$ cat config.mk
export PLATFORM = sky130hd
export DESIGN_NAME = bfha_pad
export DESIGN_NICKNAME = d
export VERILOG_FILES = /design/src/best_fit_hole_allocator_core_macros.svh /design/src/bfha_pkg.sv /design/src/bfha_pad.sv
export SDC_FILE = /design/constraint.sdc
export NUM_CORES = 1
export LEC_CHECK = 0
export BUFFER_PORTS_ARGS = -buffer_cell sky130_fd_sc_hd__buf_4
export CORE_ASPECT_RATIO = 0.5
export CORE_MARGIN = 4
export CORE_UTILIZATION = 50
export CTS_CLUSTER_DIAMETER = 40
export DETAILED_ROUTE_END_ITERATION = 16
export PLACE_DENSITY = 0.7
export SETUP_SLACK_MARGIN = 0.3
export SLEW_MARGIN = 25
export SYNTH_ARGS = -nofsm -noshare
export SYNTH_HDL_FRONTEND = slang
export SYNTH_SLANG_ARGS = --single-unit
export TNS_END_PERCENT = 1
$ cat constraint.sdc
create_clock -name clk -period 4.1 [get_ports clk]
set_clock_uncertainty 0.2 [all_clocks]
set_input_delay 0.205 -clock clk [delete_from_list [all_inputs] [get_ports clk]]
set_output_delay 0.205 -clock clk [all_outputs]
set_load 0.05 [all_outputs]
$ cat src/best_fit_hole_allocator_core_macros.svh
// assertion macros for the best fit hole allocator
// bodies expect clk and arst_n in the using module
`ifndef BEST_FIT_HOLE_ALLOCATOR_CORE_MACROS_SVH
`define BEST_FIT_HOLE_ALLOCATOR_CORE_MACROS_SVH
`ifndef ASSERT_OFF
`define BFHA_ASSERT(lbl, prop) \
	lbl: assert property (@(posedge clk) disable iff (!arst_n) prop) \
		else $error("bfha assertion failed");
`define BFHA_NEVER(lbl, expr) \
	lbl: assert property (@(posedge clk) disable iff (!arst_n) !(expr)) \
		else $error("bfha forbidden condition");
`else
`define BFHA_ASSERT(lbl, prop)
`define BFHA_NEVER(lbl, expr)
`endif
`endif

$ cat src/bfha_pkg.sv
// shared types and codes of the best fit hole allocator
// no dependencies
package bfha_pkg;

	localparam int SZ_W  = 32;
	localparam int PS_W  = 33;
	localparam int PAD_W = 17;
	localparam int AP_W  = 48;

	localparam logic [1:0] CMD_ALLOC = 2'd0;
	localparam logic [1:0] CMD_FREE  = 2'd1;
	localparam logic [1:0] CMD_MARK  = 2'd2;

	localparam logic [1:0] STAT_OK   = 2'd0;
	localparam logic [1:0] STAT_FULL = 2'd1;
	localparam logic [1:0] STAT_BAD  = 2'd2;

	localparam logic [PAD_W-1:0] PAD_RESET = 17'd4096;

	typedef struct packed {
		logic [1:0]      cmd;
		logic [47:0]     req_position;
		logic [SZ_W-1:0] req_size;
	} req_t;

	typedef struct packed {
		logic [AP_W-1:0] alloc_position;
		logic [1:0]      status;
	} rsp_t;

	typedef enum logic [2:0] {
		ST_IDLE,
		ST_PAD,
		ST_PREP,
		ST_SCAN,
		ST_DRAIN,
		ST_DECIDE,
		ST_WRA,
		ST_FIN
	} fsm_t;

endpackage

$ cat src/bfha_pad.sv
// rounds a size up to a multiple of the pad unit
// restoring remainder, one bit per cycle; uses bfha_pkg
module bfha_pad (
	input  logic                        clk,
	input  logic                        arst_n,
	input  logic                        start,
	input  logic [bfha_pkg::SZ_W-1:0]   sz,
	input  logic [bfha_pkg::PAD_W-1:0]  unit,
	output logic                        done,
	output logic [bfha_pkg::PS_W-1:0]   ps
);
	import bfha_pkg::*;

	logic               busy_q;
	logic               done_q;
	logic [4:0]         cnt_q;
	logic [SZ_W-1:0]    sh_q;
	logic [SZ_W-1:0]    sz_q;
	logic [PAD_W-1:0]   rem_q;
	logic [PAD_W-1:0]   p_q;
	logic [PAD_W:0]     trial;

	assign trial = {rem_q, sh_q[SZ_W-1]};

	always_ff @(posedge clk or negedge arst_n) begin
		if (!arst_n) begin
			busy_q <= 1'b0;
			done_q <= 1'b0;
			cnt_q  <= '0;
		end else begin
			done_q <= 1'b0;
			if (start) begin
				busy_q <= 1'b1;
				cnt_q  <= '0;
			end else if (busy_q) begin
				cnt_q <= cnt_q + 5'd1;
				if (cnt_q == 5'd31) begin
					busy_q <= 1'b0;
					done_q <= 1'b1;
				end
			end
		end
	end

	always_ff @(posedge clk) begin
		if (start) begin
			p_q   <= (unit == '0) ? PAD_W'(1) : unit;
			sh_q  <= sz;
			sz_q  <= sz;
			rem_q <= '0;
		end else if (busy_q) begin
			sh_q <= {sh_q[SZ_W-2:0], 1'b0};
			if (trial >= {1'b0, p_q}) begin
				rem_q <= PAD_W'(trial - {1'b0, p_q});
			end else begin
				rem_q <= trial[PAD_W-1:0];
			end
		end
	end

	assign done = done_q;
	assign ps   = (rem_q != '0) ? ({1'b0, sz_q} - PS_W'(rem_q) + PS_W'(p_q)) : {1'b0, sz_q};

endmodule
## Word-level counts from Yosys, hierarchy flattened

Index checks and enable logic that the tools add are counted.
Widths: inputs -> output; s select.

- Reductions and logical operators: 3
- Add/subtract/negate cells: 4
- Multiplexer cells: 12
- Equal/unequal tests: 1
- Order comparisons: 1

Operators by type and width:

| kind | count |
|---|---|
| $mux 32 | 2 |
| $add 33x17->33 | 1 |
| $mux 33 | 1 |
| $sub 32x17->33 | 1 |
| $ge 18x17->1 | 1 |
| $logic_not 17->1 | 1 |
| $mux 17 | 1 |
| $reduce_bool 17->1 | 1 |
| $sub 17x17->17 | 1 |
| $mux 5 | 2 |
| $mux 1 | 6 |
| $add 5x1->5 const B | 1 |
| $eq 5x5->1 const B | 1 |
| $reduce_bool 2->1 | 1 |

- Logic and storage cells: 28
- Flip-flop bits (word level): 105
- Input port bits: 52
- Output and inout port bits: 34

## Depth between registers and ports, before layout

Gate-level depths: netlist of run 1.

- Word-level depth: 4
- Gate-level depth with buffers: 13
- Depth with buffers taken out: 13

## Worst setup path before layout of run 1

No wires, ideal clock.

- Path kind: reg2out
- From: register p_q[1]
- To: output port ps[26] in the netlist's numbering
- Cell stages (with the launch flop): 11
- Data required time: 3.695 ns
- Data arrival time: 3.650 ns
- Slack: 0.045 ns
- Path through: edfxtp_1 > inv_1 > fa_1 > fa_1 > nor2b_1 > o2111ai_1 > a21oi_1 > o21ai_1 > a2111oi_2 > nor3_1 > o31ai_1

- Cells in the longest elaborated chain, start to end: 2

Ends and longest elaborated chain:

| what | line | text |
|---|---|---|
| from (decl) | bfha_pad.sv:20 | `logic [PAD_W-1:0] p_q;` |
| from (signal assigned) | bfha_pad.sv:47 | `p_q <= (unit == '0) ? PAD_W'(1) : unit;` |
| $add 33x17->33 | bfha_pad.sv:62 | `assign ps = (rem_q != '0) ? ({1'b0, sz_q} - PS_W'(rem_q) + PS_W'(p_q)) : {1'b0, sz_q};` |
| $mux 33 | bfha_pad.sv:62 |  |
| to (decl) | bfha_pad.sv:10 | `output logic [bfha_pkg::PS_W-1:0] ps` |

No other way between the ends.

## Worst setup path after layout of run 1

- From: register p_q[1]
- To: output port ps[32] in the netlist's numbering

The elaborated chain is that of the path after synthesis.

==> impl_metrics.tcl, run 1 <==
set metrics [dict create \
    final_common_cell "buf_4" \
    antenna_found_initial 0 \
    rows 31 \
    syn_avg_cell_area_um2 9.25 \
    cts_made_buffers 9 \
    crit_fanout 3 \
    track_usage_pct 22.8 \
    ant_nets 0 \
    die_x_um 185 \
    syn_nets 968 \
    synthDistinctLibCells 69 \
    fin_crit_ps 3870 \
    synth_edf_count 81 \
    cts_sinks 105 \
    min_path_cells 2 \
    gp_congestion 0.905 \
    io_buffers 85 \
    io_pins 86 \
    slew_headroom_pct 40.1 \
    gr-total-overflow 0 \
    dr.first_iter.drc_count 517 \
    grt_pass1_vias 6321 \
    synthArstFlopShare_pct 6.67 \
    clk_pin_slew_ps 80 \
    start_util_pct 52.5 \
    areaGrowthSynthToFinish_pct 24.4 \
    wl_mm 20.3 \
    grt_first_pass_wirelength_mm 32.0 \
    clock_latency_ps 360 \
    synth_cells 846 \
    drive_above_1_share_pct 21.1 \
    worst_pin_slew_ps 898 \
    crit_path_end "ps[32]" \
    synth_area_um2 7830 \
    viasPerCell 5.68 \
    fmax_mhz 259 \
    drc 0 \
    hp-class "in2reg" \
    reg2reg_depth 11 \
    critPathArrivalTime_ps 3460 \
    crit_path_start "p_q[1]" \
    start_kind "flip-flop" \
    final_cell_mix "107 x buf_4, 95 x inv_1, 81 x edfxtp_1, 68 x nand2_1, 67 x nor2_1" \
    dieArea_um2 17800 \
    setup_viol 0 \
    r2r-start "sh_q[31]" \
    cts_buffer_depth 2 \
    detailedPlace.worstSlack_ps 274 \
    yosys.area.top_type "edfxtp_1" \
    num_vias 6651 \
    cts_tree "built" \
    period_share_pct 94.3 \
    htreeDepth 3 \
    cts.root.buffer_cell "clkbuf_16" \
    dieHeight_um 96.5 \
    layout_setup_ws_ps 234 \
    ys_seq_area_share_pct 37.7 \
    yosys_register_bits 105 \
    hold_viol_final 0 \
    post_drt_wl_per_cell_um 17.4 \
    synth_warnings 0 \
    dr.pass1.iters 5 \
    cap_violations 0 \
    synth_ff_type "edfxtp_1" \
    status "complete, no violations" \
    grt_max_degree 75 \
    place_hpwl_mm 14.8 \
    path_class "reg2out" \
    antenna_cells 0 \
    ys_top_cells_by_area "edfxtp_1 31%, ha_1 8.3%, inv_1 4.7%" \
    tns_ps 0 \
    endpoint_kind "output port" \
    core_um2 14900 \
    reg2reg_slack_ps 730 \
    slew_violations 0 \
    rsz0062_at_grt "true" \
    r2r-end "rem_q[11]" \
    nNetsFinal 1090 \
    yosysTopAreaCellShare_pct 31.1 \
    required_ps 3690 \
]
[timing repair]
action | in CTS | in global routing
buffers inserted | 5 | 1
hold buffers | 51 | 0
gates resized for setup | 28 | 18
pin swaps | 9 | 7
endpoints found under the hold margin | 88 | 0
endpoints found under the setup margin | 20 | 20
gates cloned | 0 | 0
[layer usage]
metal / wire (um) / GRT usage [%]
met1: 9620 / 31.8
met2: 9240 / 37.3
met3: 1210 / 4.41
met4: 270 / 5.07
met5: 0 / 0
[metrics by stage]
stage	util, %	cells	area (um^2)	hold WS (ps)
2_1_floorplan	-	846	7830	-291
3_3_place_gp	58.1	1098	8660	-179
3_5_place_dp	58.1	1098	8660	-176
4_1_cts	64.8	1170	9640	244
5_1_grt	65.4	1171	9740	297
6_report	65.4	1171	9740	255
[synth_stat cells (4+ instances only)]
library cell,n
nand4b_1,4
and2_1,9
clkbuf_1,40
nand2b_1,5
mux2_2,32
ha_1,52
a21boi_0,4
inv_1,97
buf_1,4
and3_1,7
xnor2_1,22
or3_1,6
a31oi_1,5
fa_1,18
nand3_1,12
mux2i_1,14
a211oi_1,17
o31ai_1,8
nand4_1,7
dfrtp_1,7
o21a_1,11
o211ai_1,4
nor2b_1,4
o21bai_1,8
dfxtp_1,17
or4_1,4
nor4_1,10
nand2_1,68
a21oi_1,69
o21ai_0,38
a21o_1,15
nor2_1,69
xor2_1,13
edfxtp_1,81
nor3_1,11
and4_1,6
[registers in the layout, indices dropped and copies added (netlist names)]
register,cells
sh_q,32
sz_q,32
done,1
busy_q,1
p_q,17
rem_q,17
cnt_q,5
[worst min path at each step]
stage                     to  slack, ps  startpoint
floorplan             busy_q       -290      arst_n
global placement    cnt_q[1]       -180      arst_n
detailed placement  cnt_q[1]       -180      arst_n
CTS                 cnt_q[3]        240       start
global route        cnt_q[2]        300       start
finish              cnt_q[3]        260       start
[critical path, cell delays in order, from the launching register on]
cell	delay, ps
edfxtp_1	410
inv_2	90
fa_1	450
fa_2	440
nor2b_4	160
o2111ai_4	160
a211oi_4	320
o2111ai_2	190
o31ai_2	250
a41oi_2	150
mux2i_1	240
buf_4	240
[cell type report]
| cell class | count | area [um^2] |
|---|---|---|
| Timing Repair Buffer | 158 | 1310 |
| Sequential cell | 105 | 2950 |
| Clock buffer | 9 | 225 |
| Clock inverter | 7 | 71.3 |
| Tap cell | 198 | 248 |
| Multi-Input combinational cell | 597 | 4570 |
| Inverter | 97 | 364 |
| Fill cell | 1199 | 5160 |
[cells by family (layout without fill, tap and decap cells)]
group	count (synthesis)	in the layout	synth area share [%]
simple gates	233	233	14.5
mux	46	46	6.39
buf+inv	144	271	6.99
xor+xnor	35	35	3.92
flops	105	105	37.7
fa+ha+maj	70	70	12.9
compound gates	213	213	17.7
Power of run 1 is left out: the tool's default activity adds up to more than one toggle a clock period on the data nets, which glitch-free logic cannot reach.
==> inputs of run 2 (changes only) <==
- ABC_AREA: unset -> 1
- PLACE_DENSITY: 0.7 -> 0.69
==> run 2 against run 1 <==
Critical path depth is 1 higher. Hold slack better by 58 ps. Global-route usage is 1.9 points higher. Routed wire length is 19% higher. Register-to-register slack better by 760 ps. Synthesized cell count is 54% higher. Area after synthesis is 13% higher. Die area is 12% higher. Sequential cell count stayed put. Cell count is 41% higher. Maximum frequency is 7.3% higher. Sequential share of layout area is 2.0 points lower. Critical endpoint is now ps[12]. Largest cell class unchanged. Highest routed layer unchanged.
==> impl_metrics.tcl, run 2 <==
set metrics [dict create \
    wl_mm 24.2 \
    io_pins 86 \
    cts_sinks 105 \
    tns_ps 0 \
    ant_nets 0 \
    num_vias 8218 \
    p_switching_mw 4.65 \
    grt_max_degree 78 \
    fmax_mhz 278 \
    p_int_mw 3.60 \
    io_buffers 85 \
    highest_layer "met4" \
    cts_tree "built" \
    areaGrowthSynthToFinish_pct 18.2 \
    dieArea_um2 19900 \
    synth_cells 1303 \
    final_common_cell "nand2_1" \
    dieHeight_um 102 \
    share_seq_of_total_power_pct 17.8 \
    yosys_register_bits 105 \
    nFillCells 1554 \
    place_area_um2 9610 \
    detailedPlace.worstSlack_ps 878 \
    power_leakage_nw 5.81 \
    hold_viol_final 0 \
    antenna_found_initial 0 \
    yosys.area.top_type "edfxtp_1" \
    wl_met2_mm 11.0 \
    grt_pass1_vias 7716 \
    wl_met3_mm 1.18 \
    fin_crit_ps 3600 \
    hp-class "reg2reg" \
    start_util_pct 52.4 \
    synthArstFlopShare_pct 6.67 \
    synthDistinctLibCells 40 \
    clk_pin_slew_ps 70 \
    worst_pin_slew_ps 975 \
    power_density_nw_per_um2 793 \
    seqCellArea_um2 2950 \
    path_class "reg2out" \
    crit_fanout 4 \
    core_um2 16800 \
    vdd.ir_drop.worst_mv 0.779 \
    critPathArrivalTime_ps 3200 \
    final_cell_area_um2 10400 \
    dr.pass1.iters 5 \
    gr-total-overflow 0 \
    viasPerCell 4.97 \
    gp_congestion 0.924 \
    ys_seq_area_share_pct 33.5 \
    place_hpwl_mm 19.2 \
    synth_area_um2 8810 \
    start_kind "flip-flop" \
    setup_viol 0 \
    required_ps 3690 \
    die_x_um 196 \
    cap_violations 0 \
    grt_first_pass_wirelength_mm 39.1 \
    ys_top_cells_by_count "496 x nand2_1, 288 x inv_1, 82 x nand3_1, 81 x edfxtp_1, 54 x nor2_1" \
    met1Wirelength_mm 11.4 \
    status "complete, no violations" \
    nNetsFinal 1544 \
    finalPower_mw 8.25 \
    fin_util_pct 62.0 \
    rsz0062_at_grt "true" \
    clock_latency_ps 360 \
    cts_buffer_depth 2 \
    top_regs "sh_q (32), sz_q (32)" \
    postCtsSetupBuffers 0 \
    pwr-share-clk_pct 9.9 \
    synth_warnings 0 \
    swShare_pct 56.4 \
    slew_violations 0 \
    period_share_pct 87.9 \
    layout_setup_ws_ps 498 \
    syn_nets 1425 \
    drive_above_1_share_pct 11.6 \
    slew_headroom_pct 34.9 \
    syn_avg_cell_area_um2 6.76 \
    cts.root.buffer_cell "clkbuf_16" \
    endpoint_kind "output port" \
    final_cell_mix "495 x nand2_1, 288 x inv_1, 90 x buf_4, 82 x nand3_1, 81 x edfxtp_1" \
    htreeDepth 3 \
    track_usage_pct 24.7 \
    multi_input_area_um2 4600 \
    synth_edf_count 81 \
    rows 33 \
    pwr-share-comb_pct 72.3 \
    dr.first_iter.drc_count 627 \
    drc 0 \
    yosysMostFrequentCell "nand2_1" \
    synth_ff_type "edfxtp_1" \
    ys_top_cells_by_area "edfxtp_1 28%, nand2_1 21%, inv_1 12%" \
    yosysTopAreaCellShare_pct 27.6 \
    post_drt_wl_per_cell_um 14.6 \
    cts_made_buffers 9 \
]
run 2: stage by stage:
| stage | hold WS [ps] | std cells |
|---|---|---|
| CTS | 317 | 1654 |
| global route | 336 | 1654 |
| finish | 313 | 1655 |
| detailed placement | -172 | 1586 |
| floorplan | -291 | 1303 |
| global placement | -177 | 1586 |
run 2: logic make-up (layout without fill, tap and decap cells):
kind of cell	Yosys count	count (layout)	synth area share, %
other	0	1	0
XOR/XNOR	14	14	1.39
adder cells (fa/ha/maj)	70	70	11.5
AO/OA/AOI/OAI	64	64	3.89
buffers and inverters	328	452	14.3
AND/OR/NAND/NOR	722	722	35.4
flip-flops	105	105	33.5
run 2: worst paths after layout:
path,startpoint,to,slack (ps),cells past startpoint
min,sh_q[3],sh_q[4],310,2
min reg2reg,sh_q[3],sh_q[4],310,2
max in group asynchronous,arst_n,done,2840,3
min in group asynchronous,arst_n,cnt_q[2],610,3
max reg2reg,sh_q[31],rem_q[5],1490,11
max,sz_q[11],ps[12],500,12
run 2: per-layer routing:
metal / up-vias / track usage [%]
met5: - / 0
met4: 0 / 7.35
met3: 39 / 3.43
met2: 215 / 41.6
met1: 3758 / 33.8
li1: 4206 / -
run 2: layout make-up:
| class | count | area share [%] |
|---|---|---|
| sequential | 105 | 28.3 |
| clock buffer | 12 | 2.37 |
| inverter | 294 | 10.6 |
| tap | 227 | 2.73 |
| timing repair buffer | 142 | 11.5 |
| clock inverter | 4 | 0.264 |
| antenna | 1 | 0.0240 |
| multi-input combinational | 870 | 44.2 |
run 2: power groups by stage:
stage	combinational [mW]	sequential (mW)	clock [mW]
after global routing	6.54	1.48	0.874
after CTS	5.94	1.46	0.829
after detailed placement	5.87	1.49	0
after global placement	5.82	1.48	0
final	5.97	1.47	0.817
after floorplan	4.40	1.42	0
run 2: worst max-delay path: stages, from the launching register on:
cell and delay (ps):
edfxtp_1 350, inv_1 60, fa_1 530, inv_1 40, ha_1 340, nand2_1 110
inv_1 50, a21oi_1 300, nand3_1 290, or2_2 350, nand3_1 70, o21ai_0 120
buf_4 220
run 2: repair_timing:
action / 4_1_cts / 5_1_grt
endpoints found under the hold margin: 95 / 0
gates resized for setup: 0 / 1
hold buffers: 52 / 0
setup endpoints to repair: 0 / 3
Note: power is estimated with default switching activity, not from simulation.
==> inputs of run 3 (changes only) <==
- CORE_MARGIN: 4 -> 10
- CORE_UTILIZATION: 50 -> 30
- PLACE_DENSITY: 0.69 -> 0.46
- SLEW_MARGIN: 25 -> 20
==> run 3 against run 2 <==
Via count down 1.8%. Largest power group unchanged. Critical endpoint unchanged. Total power up 2.8%. Sequential power about the same.
==> impl_metrics.tcl, run 3 (same netlist as run 2, synthesis figures left out) <==
set metrics [dict create \
    status "complete, no violations" \
    pwr-share-clk_pct 10.7 \
    die_x_um 262 \
    final_cell_mix "494 x nand2_1, 287 x inv_1, 90 x buf_4, 81 x nand3_1, 81 x edfxtp_1" \
    dp.cells 1750 \
    htreeDepth 3 \
    cts.root.buffer_cell "clkbuf_16" \
    num_vias 8074 \
    slew_headroom_pct 32.9 \
    worst_pin_slew_ps 1010 \
    rsz0062_at_grt "true" \
    dieArea_um2 37000 \
    cap_violations 0 \
    path_buf_inv 3 \
    final_cell_area_um2 10700 \
    top_regs "sh_q (32), sz_q (32)" \
    path_class "reg2out" \
    cts_tree "built" \
    grt_first_pass_wirelength_mm 44.0 \
    final_common_cell "nand2_1" \
    period_share_pct 89.4 \
    fmax_mhz 273 \
    crit_chain "inv_1 > fa_1 > inv_1 > ha_1 > nand2_1 > nand2_1 > a21oi_1 > nand3_2 > or2_2 > nand3_1 > o21ai_0 > buf_4" \
    nFillCells 3136 \
    gr-total-overflow 0 \
    io_buffers 85 \
    areaGrowthSynthToFinish_pct 21.0 \
    crit_family "adder cells" \
    core_um2 29000 \
    place_hpwl_mm 22.5 \
    dr.first_iter.drc_count 520 \
    clk_pin_slew_ps 70 \
    required_ps 3690 \
    dr.pass1.iters 4 \
    cts_sinks 105 \
    slew_violations 0 \
    dieHeight_um 141 \
    track_usage_pct 14.9 \
    p_int_mw 3.66 \
    ant_nets 0 \
    power_density_nw_per_um2 797 \
    hp-class "reg2reg" \
    clock_latency_ps 370 \
    grt_max_degree 71 \
    start_util_pct 30.4 \
    tns_ps 0 \
    setup_viol 0 \
    vdd.ir_drop.worst_mv 0.723 \
    antenna_cells 0 \
    power_leakage_nw 5.83 \
    share_seq_of_total_power_pct 17.3 \
    critPathArrivalTime_ps 3260 \
    finalNonFillerCells 1818 \
    critPathMaxStageDelay_ps 530 \
    nNetsFinal 1544 \
    place_area_um2 9810 \
    swShare_pct 56.9 \
    rows 44 \
    fin_crit_ps 3660 \
    grt_pass1_vias 7877 \
    drc 0 \
    io_pins 86 \
    drive_above_1_share_pct 11.9 \
    antenna_found_initial 0 \
    post_drt_wl_per_cell_um 15.4 \
    cts_buffer_depth 2 \
    hold_viol_final 0 \
    pwr-share-comb_pct 72.0 \
    crit_fanout 4 \
    start_kind "flip-flop" \
    p_switching_mw 4.83 \
    endpoint_kind "output port" \
    gp_congestion 0.903 \
    cts_made_buffers 9 \
    wl_mm 28.1 \
    viasPerCell 4.44 \
    crit_slowest_cell "fa_1" \
]
## run 3: routing by layer
metal | global-route usage (%) | up-vias | wire, um
met5 | 0 | - | 0
met4 | 3.75 | 0 | 452
met3 | 2.49 | 23 | 1020
met2 | 24.4 | 142 | 12900
met1 | 20.1 | 3705 | 13700
li1 | - | 4204 | -
## run 3: final timing paths
kind | startpoint | slack, ps | cells after the start | to
min | sh_q[21] | 310 | 2 | sh_q[22]
max reg2reg | sh_q[31] | 1360 | 11 | rem_q[13]
max | sz_q[9] | 440 | 12 | ps[12]
min in group asynchronous | arst_n | 600 | 3 | cnt_q[0]
max in group asynchronous | arst_n | 2840 | 3 | cnt_q[4]
min reg2reg | sh_q[21] | 310 | 2 | sh_q[22]
## run 3: repair_timing
action	4_1_cts	5_1_grt
gates resized for setup	0	5
setup endpoints to repair	0	6
hold buffers	52	0
setup buffers	0	0
hold endpoints to repair	89	0
## run 3: tightest hold or removal path, cell delays in order, from the launching register on
cell and delay [ps]:
edfxtp_1 320, nand2_1 50, nand2_1 40
## run 3: through the flow
stage / hold slack, ps / setup slack [ps] / total power, mW / utilization [%]
2_1_floorplan: -291 / 765 / 5.82 / -
3_3_place_gp: -178 / 765 / 7.57 / 33.9
3_5_place_dp: -175 / 769 / 7.56 / 33.9
4_1_cts: 315 / 334 / 8.54 / 36.7
5_1_grt: 330 / 265 / 9.18 / 36.8
6_report: 312 / 437 / 8.49 / 36.8
## run 3: layout make-up
class / count / area, um^2 / area share (%)
inverter: 294 / 1100 / 10.4
multi-input combinational: 870 / 4610 / 43.3
clock inverter: 2 / 17.5 / 0.164
sequential: 105 / 2950 / 27.7
clock buffer: 14 / 285 / 2.68
tap: 391 / 489 / 4.59
timing repair buffer: 142 / 1200 / 11.2
## run 3: power by group through the flow
| stage | Clock, mW | Sequential (mW) | Combinational, mW |
|---|---|---|---|
| 2_1_floorplan | 0 | 1.42 | 4.40 |
| 3_3_place_gp | 0 | 1.49 | 6.09 |
| 3_5_place_dp | 0 | 1.49 | 6.07 |
| 4_1_cts | 0.936 | 1.47 | 6.14 |
| 5_1_grt | 0.968 | 1.49 | 6.73 |
| 6_report | 0.909 | 1.47 | 6.11 |
